<file path="src/hdl/rmvg_pkg.sv">
// rmvg_pkg: shared types and constants for the ROI mean/variance gate.
// Used by every module of the block but rmvg_div and rmvg_checker; depends on nothing.

package rmvg_pkg;

	// Fixed field and accumulator widths
	localparam int PIX_W  = 16;
	localparam int SUM_W  = 36;
	localparam int SQ_W   = 52;
	localparam int LIM_W  = 16;
	localparam int FW_W   = 11;
	localparam int POS_W  = 10;
	localparam int SIZE_W = 11;
	localparam int IDX_W  = 3;
	localparam int CFG_W  = 16;

	// Register indexes on the configuration channel
	localparam logic [IDX_W-1:0] REG_ROW_LEN     = 3'd0;
	localparam logic [IDX_W-1:0] REG_ROI_LEFT    = 3'd1;
	localparam logic [IDX_W-1:0] REG_ROI_TOP     = 3'd2;
	localparam logic [IDX_W-1:0] REG_ROI_COLS    = 3'd3;
	localparam logic [IDX_W-1:0] REG_ROI_ROWS    = 3'd4;
	localparam logic [IDX_W-1:0] REG_DEV_LIMIT   = 3'd5;

	// Reset values of the registers
	localparam logic [FW_W-1:0]   RST_ROW_LEN     = 11'd80;
	localparam logic [POS_W-1:0]  RST_ROI_LEFT    = 10'd10;
	localparam logic [POS_W-1:0]  RST_ROI_TOP     = 10'd25;
	localparam logic [SIZE_W-1:0] RST_ROI_COLS    = 11'd60;
	localparam logic [SIZE_W-1:0] RST_ROI_ROWS    = 11'd10;
	localparam logic [LIM_W-1:0]  RST_DEV_LIMIT   = 16'd12;

	typedef struct packed {
		logic [FW_W-1:0]   row_len;
		logic [POS_W-1:0]  roi_left;
		logic [POS_W-1:0]  roi_top;
		logic [SIZE_W-1:0] roi_cols;
		logic [SIZE_W-1:0] roi_rows;
		logic [LIM_W-1:0]  deviation_limit;
	} cfg_regs_t;

	typedef enum logic [3:0] {
		ST_RUN,
		ST_DRAIN,
		ST_DIV_GO,
		ST_DIV_WAIT,
		ST_MEAN,
		ST_MUL_A,
		ST_MUL_B,
		ST_SUM,
		ST_OUT
	} ctrl_state_t;

	typedef struct packed {
		logic in_ready;
		logic load_dims;
		logic div_start;
		logic load_mean;
		logic mul_a;
		logic mul_b;
		logic sum;
		logic load_out;
		logic clear_sums;
	} dp_cmd_t;

	typedef struct packed {
		logic div_done;
		logic out_free;
	} dp_sts_t;

endpackage

</file>
<file path="src/hdl/rmvg_cfg.sv">
// rmvg_cfg: configuration register file written over the cfg channel.
// Depends on rmvg_pkg.

module rmvg_cfg import rmvg_pkg::*; (
	input  logic             clk,
	input  logic             arst_n,
	input  logic             cfg_valid,
	output logic             cfg_ready,
	input  logic [IDX_W-1:0] cfg_index,
	input  logic [CFG_W-1:0] cfg_data,
	output cfg_regs_t        regs
);

	cfg_regs_t regs_q;

	assign cfg_ready = 1'b1;
	assign regs      = regs_q;

	always_ff @(posedge clk or negedge arst_n) begin
		if (!arst_n) begin
			regs_q.row_len         <= RST_ROW_LEN;
			regs_q.roi_left        <= RST_ROI_LEFT;
			regs_q.roi_top         <= RST_ROI_TOP;
			regs_q.roi_cols        <= RST_ROI_COLS;
			regs_q.roi_rows        <= RST_ROI_ROWS;
			regs_q.deviation_limit <= RST_DEV_LIMIT;
		end else if (cfg_valid) begin
			unique case (cfg_index)
				REG_ROW_LEN:     regs_q.row_len         <= cfg_data[FW_W-1:0];
				REG_ROI_LEFT:    regs_q.roi_left        <= cfg_data[POS_W-1:0];
				REG_ROI_TOP:     regs_q.roi_top         <= cfg_data[POS_W-1:0];
				REG_ROI_COLS:    regs_q.roi_cols        <= cfg_data[SIZE_W-1:0];
				REG_ROI_ROWS:    regs_q.roi_rows        <= cfg_data[SIZE_W-1:0];
				REG_DEV_LIMIT:   regs_q.deviation_limit <= cfg_data[LIM_W-1:0];
				default: ;
			endcase
		end
	end

endmodule

</file>
<file path="config.mk">
export PLATFORM = sky130hd
export DESIGN_NAME = rmvg_cfg
export DESIGN_NICKNAME = d
export VERILOG_FILES = /design/src/hdl/rmvg_pkg.sv /design/src/hdl/rmvg_cfg.sv
export SDC_FILE = /design/constraint.sdc
export NUM_CORES = 1
export LEC_CHECK = 0
export BUFFER_PORTS_ARGS = -buffer_cell sky130_fd_sc_hd__clkbuf_2
export CORE_ASPECT_RATIO = 0.75
export CORE_MARGIN = 2
export CORE_UTILIZATION = 49
export CTS_CLUSTER_DIAMETER = 150
export DETAILED_ROUTE_END_ITERATION = 10
export PLACE_DENSITY_LB_ADDON = 0.15
export SLEW_MARGIN = 20
export SYNTH_ARGS = -nofsm -noshare
export SYNTH_HDL_FRONTEND = slang
export SYNTH_SLANG_ARGS = --single-unit
</file>
<file path="constraint.sdc">
create_clock -name clk -period 0.9 [get_ports clk]
set_input_delay 0.225 -clock clk [delete_from_list [all_inputs] [get_ports clk]]
set_output_delay 0.225 -clock clk [all_outputs]
set_load 0.01 [all_outputs]
</file>
==> results.md <==
- Data arrives at the worst endpoint at 0.99 ns.
- 0 antenna diodes ended up in the layout.
- The worst hold path cell count is 2.
- The final-report setup violation count is 111.
- The sort of element at the start of the critical path is a flop.
- STA puts the critical path data required time at 0.67 ns.
- Row generation in the floorplan step produced 23 rows.
- For this block, the initial DRC count from the detailed router was 89.
- Setup repair after global routing could not meet its margin everywhere.
- The number of slew-limit violations in the final report was 0.
- In this run the register-to-register setup slack is -0.02 ns.
- TritonCTS built the clock tree.
- The checks that failed: negative setup slack.
- In the synthesized netlist the dominant register cell turns out to be dfrtp_1.
- The detailed-placement wirelength estimate is 4000 um.
- Traced cell by cell, the critical path runs through buf_6.
- The leakage power figure is 2.10 nW.
- In this run the deepest clock path goes through 2 buffers.
- The area added between synthesis and finish is 59.3%.
- The die is 67.5 um tall.
- Dividing the detail-routed wire length by the instance count gives 17.5 um.
- The worst setup path is captured at a primary output.
- The portion of the post-synthesis area used by sequential elements is 0.662.
- The H-tree was split into 3 levels.
- Yosys attributes the largest share of cell area to dfrtp_1 (51%), mux2_2 (29%), dfstp_2 (15%).
- Sorting the synthesized cells by how often they occur yields mux2_2 (69), dfrtp_1 (54), dfstp_2 (15), buf_2 (5).
- Power spread over the standard cell area amounts to 2400 nW/um^2.
- The most used standard cell by instance count after synthesis is mux2_2.
- The floorplan step defined a die boundary enclosing 5990 sq um.
- The worst setup path is of the reg2out kind.
- The number of port buffers is 90.
- The clock slew seen by the registers of the worst setup and hold paths is 0.08 ns.
- The final cell count without fillers is 372.
- The final route contains 1809 vias.
- The overall global routing resource usage is 0.225.
- The total instance count after detailed placement is 325.
- The effective utilization at floorplan is 0.501.
- The share of the clock period used by the worst path after layout is 1.35.
- In this run the most critical hold path is launched from cfg_data[15].
- Summed over all failing endpoints, the final setup total negative slack is -16.24 ns.
- The gate count of the mapped netlist is 152.
- Counting flops with an async set or reset pin after synthesis yields a share of 1.00.
- The number of hold-slack violations in the final timing report was 0.
- The top cell type by total area after synthesis is dfrtp_1.
- The worst register-to-register path begins at regs[53]$_DFFE_PN0P_.
- Once layout is done, the placed cells without fillers occupy 4200 sq um.
- The number of antenna violations at the first check in global routing is 0.
- The run finished, with violations left.
- The critical path buffer and inverter count is 1.
- The synthesized design contains 0 enable-type register cells.
- The Yosys warning count is 0.
- The final critical delay including setup and external delays is 1.21 ns.
- The insertion delay of the later-clocked pin in the worst-skew pair is 0.33 ns.
- The final layout contains 314 nets.
- The critical path starts at regs[49]$_DFFE_PN1P_.
- Across the routed clock network, the largest skew measured is 0 ns.
- The die is 88.7 um wide.
- The first-pass iteration count of the detailed router is 4.
- The global-route congestion overflow total is 0.
- Across the VDD grid, the largest voltage drop is 1.29 mV.
- The top-level I/O count is 92.
- The worst register-to-register path ends at regs[53]$_DFFE_PN0P_.
- The cell type group with the largest total delay on the critical path is flip-flops.
- Wires add up to 6500 um.
- The clock drives 69 sinks.
- For this design, the slowest cell found on the critical path is dfstp_2.
- The netlist area before placement is 2640 sq um.
- The flip-flop count of the largest register, all copies and words added is 69.
- Of the post-synthesis cell area, the dominant cell type holds 0.512.
- The stage delay of the slowest cell on the critical path is 0.55 ns.
- The terminating pin of the worst hold path is regs[15]$_DFFE_PN0P_.
- The upper clock frequency limit is 825 MHz.
- The placed instances occupy a cell area of 3390 sq um.
- The filler cell count in the final layout is 306.
- Using the TritonRoute via totals, the vias-per-cell ratio works out to 4.86.
- The synthesized area per cell is 17.4 sq um.
- The distinct cell type count after synthesis is 11.
- Counting flops and latches in the post-synthesis netlist gives 69.
- The smallest setup slack after layout is -0.312 ns.
- The placeable core area is 5270 sq um.
- Once detail routing completed, the nets flagged for antenna violations numbered 0.
- The type of the tightest min-delay check is in2reg.
- Entering global routing, the biggest net connects 60 pins.
- Counting every net in the synthesized netlist gives 174.
- In the final layout, the share of cells above drive strength 1 is 0.805.
- The post-detailed-route DRC marker count is 0.
- The maximum fanout along the worst path is 2.
- Routability-driven placement finished with a final weighted congestion of 0.731.
- The tool flagged a number of max-cap violations equal to 0.
- The number of cells traversed by the worst register-to-register path is 2.
- The tightest hold path in the finished design has a slack of 0.114 ns.
- The number of buffers created by CTS is 9.
- The first global-routing pass estimated 9650 um of wire.
- CTS placed an instance of clkbuf_8 at the clock tree root.
- Measured on the finished design, the core utilization comes to 0.798.
- The number of global-route vias before repair is 1753.
==> layout make-up <==
class | count | area (sq um) | share of cell area
multi-input combinational | 76 | 1080 | 0.257
sequential | 69 | 1750 | 0.415
timing repair buffer | 136 | 1070 | 0.254
clock buffer | 10 | 128 | 0.0304
clock inverter | 6 | 88.8 | 0.0211
tap | 75 | 93.8 | 0.0223
==> per-layer routing <==
metal  track usage  vias to the layer above  routed length [um]
met5             0                        -                   0
met4        0.0568                        0                  30
met3        0.0709                        2                 336
met2         0.344                       66                3230
met1         0.315                      919                2900
li1              -                      822                   -
==> power breakdown <==
group          switching, mW  internal [mW]  total [mW]  leakage, nW
clock network           1.17           1.56        2.73        0.102
logic                   1.11           1.91        3.01         1.19
registers              0.435           3.90        4.33        0.806
==> per-stage QoR <==
| step | setup slack (ns) | power [mW] |
|---|---|---|
| final | -0.312 | 10.1 |
| after global routing | -0.351 | 10.6 |
| after CTS | -0.340 | 9.68 |
| after detailed placement | -0.544 | 6.46 |
| after global placement | -0.516 | 6.39 |
| after floorplan | -0.232 | 5.40 |
==> how the worst max path moves through the flow <==
stage,end,slack [ns],depth (start not counted)
CTS,regs[41],-0.34,1
global route,regs[51],-0.35,1
global placement,regs[54]$_DFFE_PN0P_,-0.52,4
floorplan,regs[59]$_DFFE_PN0P_,-0.23,3
detailed placement,regs[14]$_DFFE_PN0P_,-0.54,4
finish,regs[49],-0.31,1
==> what timing repair did <==
action	in CTS	in global routing
setup buffers	22	16
resized for setup	42	51
hold buffers	1	0
hold endpoints to repair	54	0
setup endpoints to repair	138	117
pin swaps	6	4
==> cells by family (layout without fill, tap and decap cells) <==
group	count (synthesis)	after routing	share of synthesized area
mux	69	69	0.295
flops	69	69	0.662
buf+inv	7	152	0.0152
simple gates	6	6	0.0270
other cells	1	1	0.00142
==> cells in the final DEF (no fill, tap or decap) <==
master and instances:
bufinv_16 2, nor4bb_4 2, buf_12 3, buf_4 27, clkbuf_1 1, and4bb_2 1, dfstp_2 15, clkinvlp_4 2
buf_6 32, clkinv_2 1, conb_1 1, mux2_4 48, buf_2 3, clkbuf_16 2, mux2_2 21, clkbuf_8 10
nor4b_4 1, dfrtp_1 54, nand4b_1 1, clkbuf_2 65, dlygate4sd3_1 1, buf_8 2, nand4b_4 1, clkinv_4 1
No activity file was read; power rests on OpenSTA's default activity.
