$ cat src/hdl/rmvg_pkg.sv
// rmvg_pkg: shared types and constants for the ROI mean/variance gate.
// Used by every module of the block but rmvg_div and rmvg_checker; depends on nothing.

package rmvg_pkg;

	// Fixed field and accumulator widths
	localparam int PIX_W  = 16;
	localparam int SUM_W  = 36;
	localparam int SQ_W   = 52;
	localparam int LIM_W  = 16;
	localparam int FW_W   = 11;
	localparam int POS_W  = 10;
	localparam int SIZE_W = 11;
	localparam int IDX_W  = 3;
	localparam int CFG_W  = 16;

	// Register indexes on the configuration channel
	localparam logic [IDX_W-1:0] REG_ROW_LEN     = 3'd0;
	localparam logic [IDX_W-1:0] REG_ROI_LEFT    = 3'd1;
	localparam logic [IDX_W-1:0] REG_ROI_TOP     = 3'd2;
	localparam logic [IDX_W-1:0] REG_ROI_COLS    = 3'd3;
	localparam logic [IDX_W-1:0] REG_ROI_ROWS    = 3'd4;
	localparam logic [IDX_W-1:0] REG_DEV_LIMIT   = 3'd5;

	// Reset values of the registers
	localparam logic [FW_W-1:0]   RST_ROW_LEN     = 11'd80;
	localparam logic [POS_W-1:0]  RST_ROI_LEFT    = 10'd10;
	localparam logic [POS_W-1:0]  RST_ROI_TOP     = 10'd25;
	localparam logic [SIZE_W-1:0] RST_ROI_COLS    = 11'd60;
	localparam logic [SIZE_W-1:0] RST_ROI_ROWS    = 11'd10;
	localparam logic [LIM_W-1:0]  RST_DEV_LIMIT   = 16'd12;

	typedef struct packed {
		logic [FW_W-1:0]   row_len;
		logic [POS_W-1:0]  roi_left;
		logic [POS_W-1:0]  roi_top;
		logic [SIZE_W-1:0] roi_cols;
		logic [SIZE_W-1:0] roi_rows;
		logic [LIM_W-1:0]  deviation_limit;
	} cfg_regs_t;

	typedef enum logic [3:0] {
		ST_RUN,
		ST_DRAIN,
		ST_DIV_GO,
		ST_DIV_WAIT,
		ST_MEAN,
		ST_MUL_A,
		ST_MUL_B,
		ST_SUM,
		ST_OUT
	} ctrl_state_t;

	typedef struct packed {
		logic in_ready;
		logic load_dims;
		logic div_start;
		logic load_mean;
		logic mul_a;
		logic mul_b;
		logic sum;
		logic load_out;
		logic clear_sums;
	} dp_cmd_t;

	typedef struct packed {
		logic div_done;
		logic out_free;
	} dp_sts_t;

endpackage

$ cat src/hdl/rmvg_ctrl.sv
// rmvg_ctrl: controller sequencing pixel intake and the frame-end steps.
// Depends on rmvg_pkg; drives rmvg_dp through dp_cmd_t.

module rmvg_ctrl import rmvg_pkg::*; (
	input  logic    clk,
	input  logic    arst_n,
	input  logic    in_valid,
	input  logic    in_last,
	input  dp_sts_t sts,
	output dp_cmd_t cmd
);

	ctrl_state_t state_q, state_d;

	always_ff @(posedge clk or negedge arst_n) begin
		if (!arst_n)
			state_q <= ST_RUN;
		else
			state_q <= state_d;
	end

	always_comb begin
		cmd     = '0;
		state_d = state_q;
		unique case (state_q)
			ST_RUN: begin
				cmd.in_ready = 1'b1;
				if (in_valid && in_last)
					state_d = ST_DRAIN;
			end
			ST_DRAIN: begin
				// last pixel is being added to the sums this cycle
				cmd.load_dims = 1'b1;
				state_d       = ST_DIV_GO;
			end
			ST_DIV_GO: begin
				cmd.div_start = 1'b1;
				state_d       = ST_DIV_WAIT;
			end
			ST_DIV_WAIT: begin
				if (sts.div_done)
					state_d = ST_MEAN;
			end
			ST_MEAN: begin
				cmd.load_mean = 1'b1;
				state_d       = ST_MUL_A;
			end
			ST_MUL_A: begin
				cmd.mul_a = 1'b1;
				state_d   = ST_MUL_B;
			end
			ST_MUL_B: begin
				cmd.mul_b = 1'b1;
				state_d   = ST_SUM;
			end
			ST_SUM: begin
				cmd.sum = 1'b1;
				state_d = ST_OUT;
			end
			ST_OUT: begin
				if (sts.out_free) begin
					cmd.load_out   = 1'b1;
					cmd.clear_sums = 1'b1;
					state_d        = ST_RUN;
				end
			end
			default: state_d = ST_RUN;
		endcase
	end

endmodule

$ cat config.mk
export PLATFORM = sky130hd
export DESIGN_NAME = rmvg_ctrl
export DESIGN_NICKNAME = d
export VERILOG_FILES = /design/src/hdl/rmvg_pkg.sv /design/src/hdl/rmvg_ctrl.sv
export SDC_FILE = /design/constraint.sdc
export NUM_CORES = 1
export LEC_CHECK = 0
export ABC_AREA = 1
export ABC_CLOCK_PERIOD_IN_PS = 1950
export BUFFER_PORTS_ARGS = -buffer_cell sky130_fd_sc_hd__buf_2
export CAP_MARGIN = 20
export CORE_AREA = 3 3 40 42
export CTS_BUF_LIST = sky130_fd_sc_hd__clkbuf_8
export CTS_CLUSTER_SIZE = 20
export DETAILED_ROUTE_END_ITERATION = 10
export DIE_AREA = 0 0 43 45
export GPL_ROUTABILITY_DRIVEN = 0
export GPL_TIMING_DRIVEN = 0
export PLACE_DENSITY = 0.42
export SETUP_SLACK_MARGIN = 0.3
export SLEW_MARGIN = 20
export SYNTH_ARGS = -nofsm -noshare
export SYNTH_HDL_FRONTEND = slang
export SYNTH_SLANG_ARGS = --single-unit
$ cat constraint.sdc
create_clock -name clk -period 1.95 [get_ports clk]
set_clock_uncertainty 0.2 [all_clocks]
set_input_delay 0.39 -clock clk [delete_from_list [all_inputs] [get_ports clk]]
set_output_delay 0.39 -clock clk [all_outputs]
set_load 0.02 [all_outputs]
==> impl_metrics.tcl, run 1 <==
set metrics [dict create \
    status "complete, no violations" \
    maxClockFrequency_mhz 556 \
    synthCells 39 \
    cp_top_family "flip-flops" \
    crit_chain "nor4_4 > buf_4 > buf_6" \
    clock_latency_ps 220 \
    slew_headroom 0.858 \
    num_rows 13 \
    tightestPinTransition_ps 211 \
    fp.dieW_um 43 \
    io_buffer_count 14 \
    core-area_mm2 0.00128 \
    drive_gt1_frac 0.677 \
    regMostFlops "state_q" \
    min_to "state_q[0]$_DFFE_PN0P_" \
    synthDistinctLibCells 16 \
    timing.rr.end "state_q[2]$_DFFE_PN0P_" \
    cp-start-kind "flip-flop" \
    grt_setup_unrepaired "true" \
    grt_max_degree 6 \
    first_iter_violations 4 \
    cpMaxStageDelayCell "dfrtp_2" \
    top_layer_used "met3" \
    final_cell_mix "11 x buf_4, 7 x buf_2" \
    critical_path_buf_inv_count 2 \
    wl_met2_um 356 \
    grt_overflow_total 0 \
    p_per_area_mw_per_mm2 1740 \
    cts_tree "done" \
    clockRootBuffer "clkbuf_8" \
    dieArea_mm2 0.00194 \
    largest_register_ffs 4 \
    r2r_slack_ps 660 \
    crit_type "reg -> out" \
    clk_path_buf_depth 2 \
    final_cells 77 \
    drv_slew 0 \
    syn_avg_cell_area_um2 7.12 \
    antenna_cells 0 \
    worst-endpoint-arrival_ps 1210 \
    fin_crit_ps 1800 \
    ys_seq_area_frac 0.360 \
    viasPerCell 4.43 \
    peakVddDrop_mv 0.975 \
    start_util 0.216 \
    yosys_warnings 0 \
    post-place-cells 68 \
    worst-path-max-fanout 5 \
    hold_viol 0 \
    hpwl_um 531 \
    max_stage_delay_ps 450 \
    synth_nets 45 \
    ant_nets 0 \
    rr_startpoint "state_q[0]$_DFFE_PN0P_" \
    fin_crit_sh 0.922 \
    wl_met1_um 333 \
    drcViolationCount 0 \
    antenna_found_initial 0 \
    drv_cap 0 \
    nets 70 \
    mappedNetlistArea_um2 278 \
    worstHoldStart "sts[1]" \
    ios 15 \
    reg_top3 "state_q (4)" \
    ff2ff_path_depth 6 \
    p_leak_nw 0.269 \
    cts_max_level 1 \
    required_ps 1360 \
    tns_ps 0 \
    path_clk_slew_ps 30 \
    grt_pass1_wl_um 1330 \
    setup_viol 0 \
    synth_top_area_cell "dfrtp_1" \
    netlist.area_leader.share 0.360 \
    layout_commonest_cell "buf_4" \
    hold_path_class "in -> reg" \
    grt_pass1_vias 325 \
    power.total_uw 929 \
    die_h_um 45 \
    fin_util 0.416 \
    syn_to_final_growth_pct 92.3 \
    finalWirelength_um 762 \
    synth_top_cells_by_area "dfrtp_1 36%, nor2_1 8.1%, nand3_1 7.2%, nor3_1 7.2%, inv_1 6.8%" \
    cp-end-kind "output port" \
    wl_met3_um 73 \
    grt_use_total 0.0945 \
    wire_per_inst_um 9.90 \
    min_delay_path_depth 4 \
    cts_buffers 3 \
    dr.pass1.iters 2 \
    cts.sinks 4 \
    vias 341 \
    ys_seq_elements 4 \
]
[kinds of logic (layout without fill, tap and decap cells)]
kind of cell / count (synthesis) / count (layout) / share of synthesized area
and+or+nand+nor: 23 / 23 / 0.428
buffers and inverters: 9 / 32 / 0.135
DFF: 4 / 4 / 0.360
AOI/OAI and AO/OA: 3 / 3 / 0.0766
[stage by stage]
stage	area, um2	hold WS [ps]	setup WS (ps)
after floorplan	287	-106	131
after global placement	375	-0.614	83.6
after detailed placement	375	-1.60	91.7
after CTS	503	276	133
after global routing	534	308	77.1
final	534	276	152
[area by class of cell]
| type | count | area [um2] |
|---|---|---|
| repair buffers | 20 | 143 |
| multi-input cells | 26 | 186 |
| clock buffers | 3 | 41.3 |
| fillers | 139 | 751 |
| flip-flops and latches | 4 | 105 |
| inverters | 8 | 32.5 |
| plain buffers | 1 | 7.51 |
| well taps | 15 | 18.8 |
[where the power goes]
group          internal [mW]  switching (mW)
logic                  0.247           0.324
clock network          0.131          0.0402
registers              0.129          0.0575
total                  0.507           0.422
[synthesized netlist by cell type, drive strengths merged]
cell,n
dfrtp,4
inv,8
buf,1
nor3,4
o21ai,1
nor2,7
nand2,5
nor4,1
nand3,5
a21oi,1
nand4,1
o31ai,1
[layer usage]
layer / track usage / up-vias
met5: 0 / -
met4: 0.0361 / 0
met3: 0.0478 / 0
met2: 0.144 / 13
met1: 0.115 / 151
li1: - / 177
[worst register-to-register path: cells and delay by family, from the launching register on]
| family | cells | cell delay (ps) |
|---|---|---|
| DFF | 1 | 420 |
| AOI/OAI and AO/OA | 1 | 110 |
| and+or+nand+nor | 3 | 270 |
| buffers and inverters | 2 | 220 |
[worst max path at each step]
stage / endpoint / start / depth (start not counted)
2_1_floorplan: cmd[1] / state_q[1]$_DFFE_PN0P_ / 4
3_3_place_gp: cmd[1] / state_q[0]$_DFFE_PN0P_ / 5
3_5_place_dp: cmd[1] / state_q[0]$_DFFE_PN0P_ / 5
4_1_cts: cmd[1] / state_q[2]$_DFFE_PN0P_ / 3
5_1_grt: cmd[1] / state_q[2]$_DFFE_PN0P_ / 3
6_report: cmd[1] / state_q[2]$_DFFE_PN0P_ / 3
[what timing repair did]
| action | CTS | global route |
|---|---|---|
| hold endpoints to repair | 4 | 0 |
| endpoints found under the setup margin | 9 | 9 |
| hold buffers | 1 | 0 |
| pin swaps | 1 | 0 |
| resized for setup | 14 | 10 |
| gates cloned | 0 | 0 |
| setup buffers | 5 | 0 |
No activity file was read; power rests on OpenSTA's default activity.
==> run 2: changes to the inputs <==
--- a/config.mk
+++ b/config.mk
@@ -6,7 +6,7 @@
 export NUM_CORES = 1
 export LEC_CHECK = 0
 export ABC_AREA = 1
-export ABC_CLOCK_PERIOD_IN_PS = 1950
+export ABC_CLOCK_PERIOD_IN_PS = 1580
 export BUFFER_PORTS_ARGS = -buffer_cell sky130_fd_sc_hd__buf_2
 export CAP_MARGIN = 20
 export CORE_AREA = 3 3 40 42
@@ -16,7 +16,7 @@
 export DIE_AREA = 0 0 43 45
 export GPL_ROUTABILITY_DRIVEN = 0
 export GPL_TIMING_DRIVEN = 0
-export PLACE_DENSITY = 0.42
+export PLACE_DENSITY = 0.44
 export SETUP_SLACK_MARGIN = 0.3
 export SLEW_MARGIN = 20
 export SYNTH_ARGS = -nofsm -noshare
==> constraint.sdc (replaced) <==
create_clock -name clk -period 1.58 [get_ports clk]
set_clock_uncertainty 0.2 [all_clocks]
set_input_delay 0.316 -clock clk [delete_from_list [all_inputs] [get_ports clk]]
set_output_delay 0.316 -clock clk [all_outputs]
set_load 0.02 [all_outputs]
==> run 2 against run 1 <==
Compared with the run above: combinational power grew 39%; global-route usage shrank 0.75 points; register-to-register slack lost 400 ps; highest routed layer unchanged; core utilization grew 3.0 points; die area is the same; critical path type unchanged; non-clock buffer count grew 1; largest cell class unchanged; power grew 33%; cell count grew 1.3%; the run now ends with negative setup slack left.
==> impl_metrics.tcl, run 2 (synthesis gave the netlist of run 1 again) <==
set metrics [dict create \
    status "complete, but fails checks" \
    failed_checks "negative setup slack" \
    syn_to_final_growth_pct 106 \
    grt_overflow_total 0 \
    fp.dieW_um 43 \
    layout_setup_ws_ps -140 \
    reg_top3 "state_q (4)" \
    seq_area_um2 105 \
    critical_path_buf_inv_count 2 \
    nets 71 \
    hold_path_class "in -> reg" \
    clk_path_buf_depth 2 \
    dp_slack_ps -102 \
    peakVddDrop_mv 1.32 \
    cp-start-kind "flip-flop" \
    vias 350 \
    cp_top_family "flip-flops" \
    largest_register_ffs 4 \
    fin_crit_sh 1.09 \
    ant_nets 0 \
    max_stage_delay_ps 450 \
    grt_use_total 0.0870 \
    slew_headroom 0.865 \
    crit_type "reg -> out" \
    grt_pass1_vias 321 \
    r2r_slack_ps 260 \
    drive_gt1_frac 0.730 \
    antenna_cells 0 \
    dr.pass1.iters 2 \
    wire_per_inst_um 10.4 \
    dieArea_mm2 0.00194 \
    path_clk_slew_ps 30 \
    fin_crit_ps 1720 \
    worst-endpoint-arrival_ps 1200 \
    placed_area_um2 390 \
    grt_max_degree 6 \
    cpMaxStageDelayCell "dfrtp_2" \
    drv_slew 0 \
    cp-end-kind "output port" \
    cp-startpoint "state_q[2]$_DFFE_PN0P_" \
    tightestPinTransition_ps 201 \
    hold_viol 0 \
    crit_chain "nor4_4 > buf_4 > buf_6" \
    worstHoldStart "sts[1]" \
    final_cells 78 \
    io_buffer_count 14 \
    worst-path-max-fanout 5 \
    num_rows 13 \
    clockRootBuffer "clkbuf_8" \
    fillCellCount 132 \
    regMostFlops "state_q" \
    die_h_um 45 \
    core-area_mm2 0.00128 \
    cts_max_level 1 \
    post-place-cells 68 \
    p_per_area_mw_per_mm2 2160 \
    setup_viol 9 \
    multi_input_area_um2 204 \
    clock_latency_ps 210 \
    grt_pass1_wl_um 1260 \
    cts_tree "done" \
    cts_buffers 3 \
    whs_ps 211 \
    grt_setup_unrepaired "true" \
    viasPerCell 4.49 \
    hpwl_um 547 \
    ios 15 \
    start_util 0.216 \
    final_cell_mix "10 x buf_4, 6 x buf_2, 5 x buf_6" \
    drcViolationCount 0 \
    maxClockFrequency_mhz 581 \
    first_iter_violations 2 \
    rr_startpoint "state_q[3]$_DFFE_PN0P_" \
    finalWirelength_um 811 \
    p_leak_nw 0.275 \
    cts.sinks 4 \
    antenna_found_initial 0 \
    layout_commonest_cell "buf_4" \
    drv_cap 0 \
    final_area_um2 573 \
    required_ps 1060 \
]
[run 2: repair_timing]
item / 4_1_cts / 5_1_grt
setup buffers: 4 / 2
resized for setup: 18 / 9
hold endpoints to repair: 4 / 0
setup endpoints to repair: 10 / 12
pin swaps: 2 / 3
hold buffers: 1 / 0
[run 2: per-layer routing]
layer  vias up  track usage  routed length (um)
li1        176            -                   -
met1       164        0.112                 352
met2        10        0.138                 409
met3         0       0.0478                  50
met4         0            0                   0
met5         -            0                   0
[run 2: path summary, 6_finish.rpt]
kind / endpoint / depth (start not counted)
max: cmd[1] / 3
min: state_q[0]$_DFFE_PN0P_ / 4
max reg2reg: state_q[2]$_DFFE_PN0P_ / 6
min reg2reg: state_q[1]$_DFFE_PN0P_ / 2
max in group asynchronous: state_q[2]$_DFFE_PN0P_ / 2
min in group asynchronous: state_q[3]$_DFFE_PN0P_ / 2
[run 2: area by class of cell]
cell class                 instances  share of cell area
buffer                             1              0.0131
sequential                         4               0.183
timing repair buffer              21               0.286
clock buffer                       3              0.0721
multi-input combinational         26               0.356
tap                               15              0.0328
inverter                           8              0.0568
[run 2: stage by stage]
| stage | setup TNS [ps] | power, mW | util |
|---|---|---|---|
| finish | -565 | 1.24 | 0.446 |
| detailed placement | -124 | 0.730 | 0.304 |
| global route | -1160 | 1.33 | 0.446 |
| global placement | -115 | 0.735 | 0.304 |
| CTS | -721 | 1.12 | 0.407 |
| floorplan | -268 | 0.600 | - |
[run 2: worst reg2reg max path: stages (launching register included)]
cell and delay, ps:
dfrtp_2 430, nor2_4 140, buf_6 100, buf_6 100, nand3_4 80, nand3_1 110, a21oi_2 40
[run 2: where the power goes]
part           switching, mW  internal (mW)  total (mW)  leakage, nW
Sequential            0.0792          0.159       0.238       0.0448
Clock                 0.0469          0.162       0.209       0.0216
Combinational          0.436          0.354       0.791        0.208
Total                  0.562          0.675        1.24        0.275
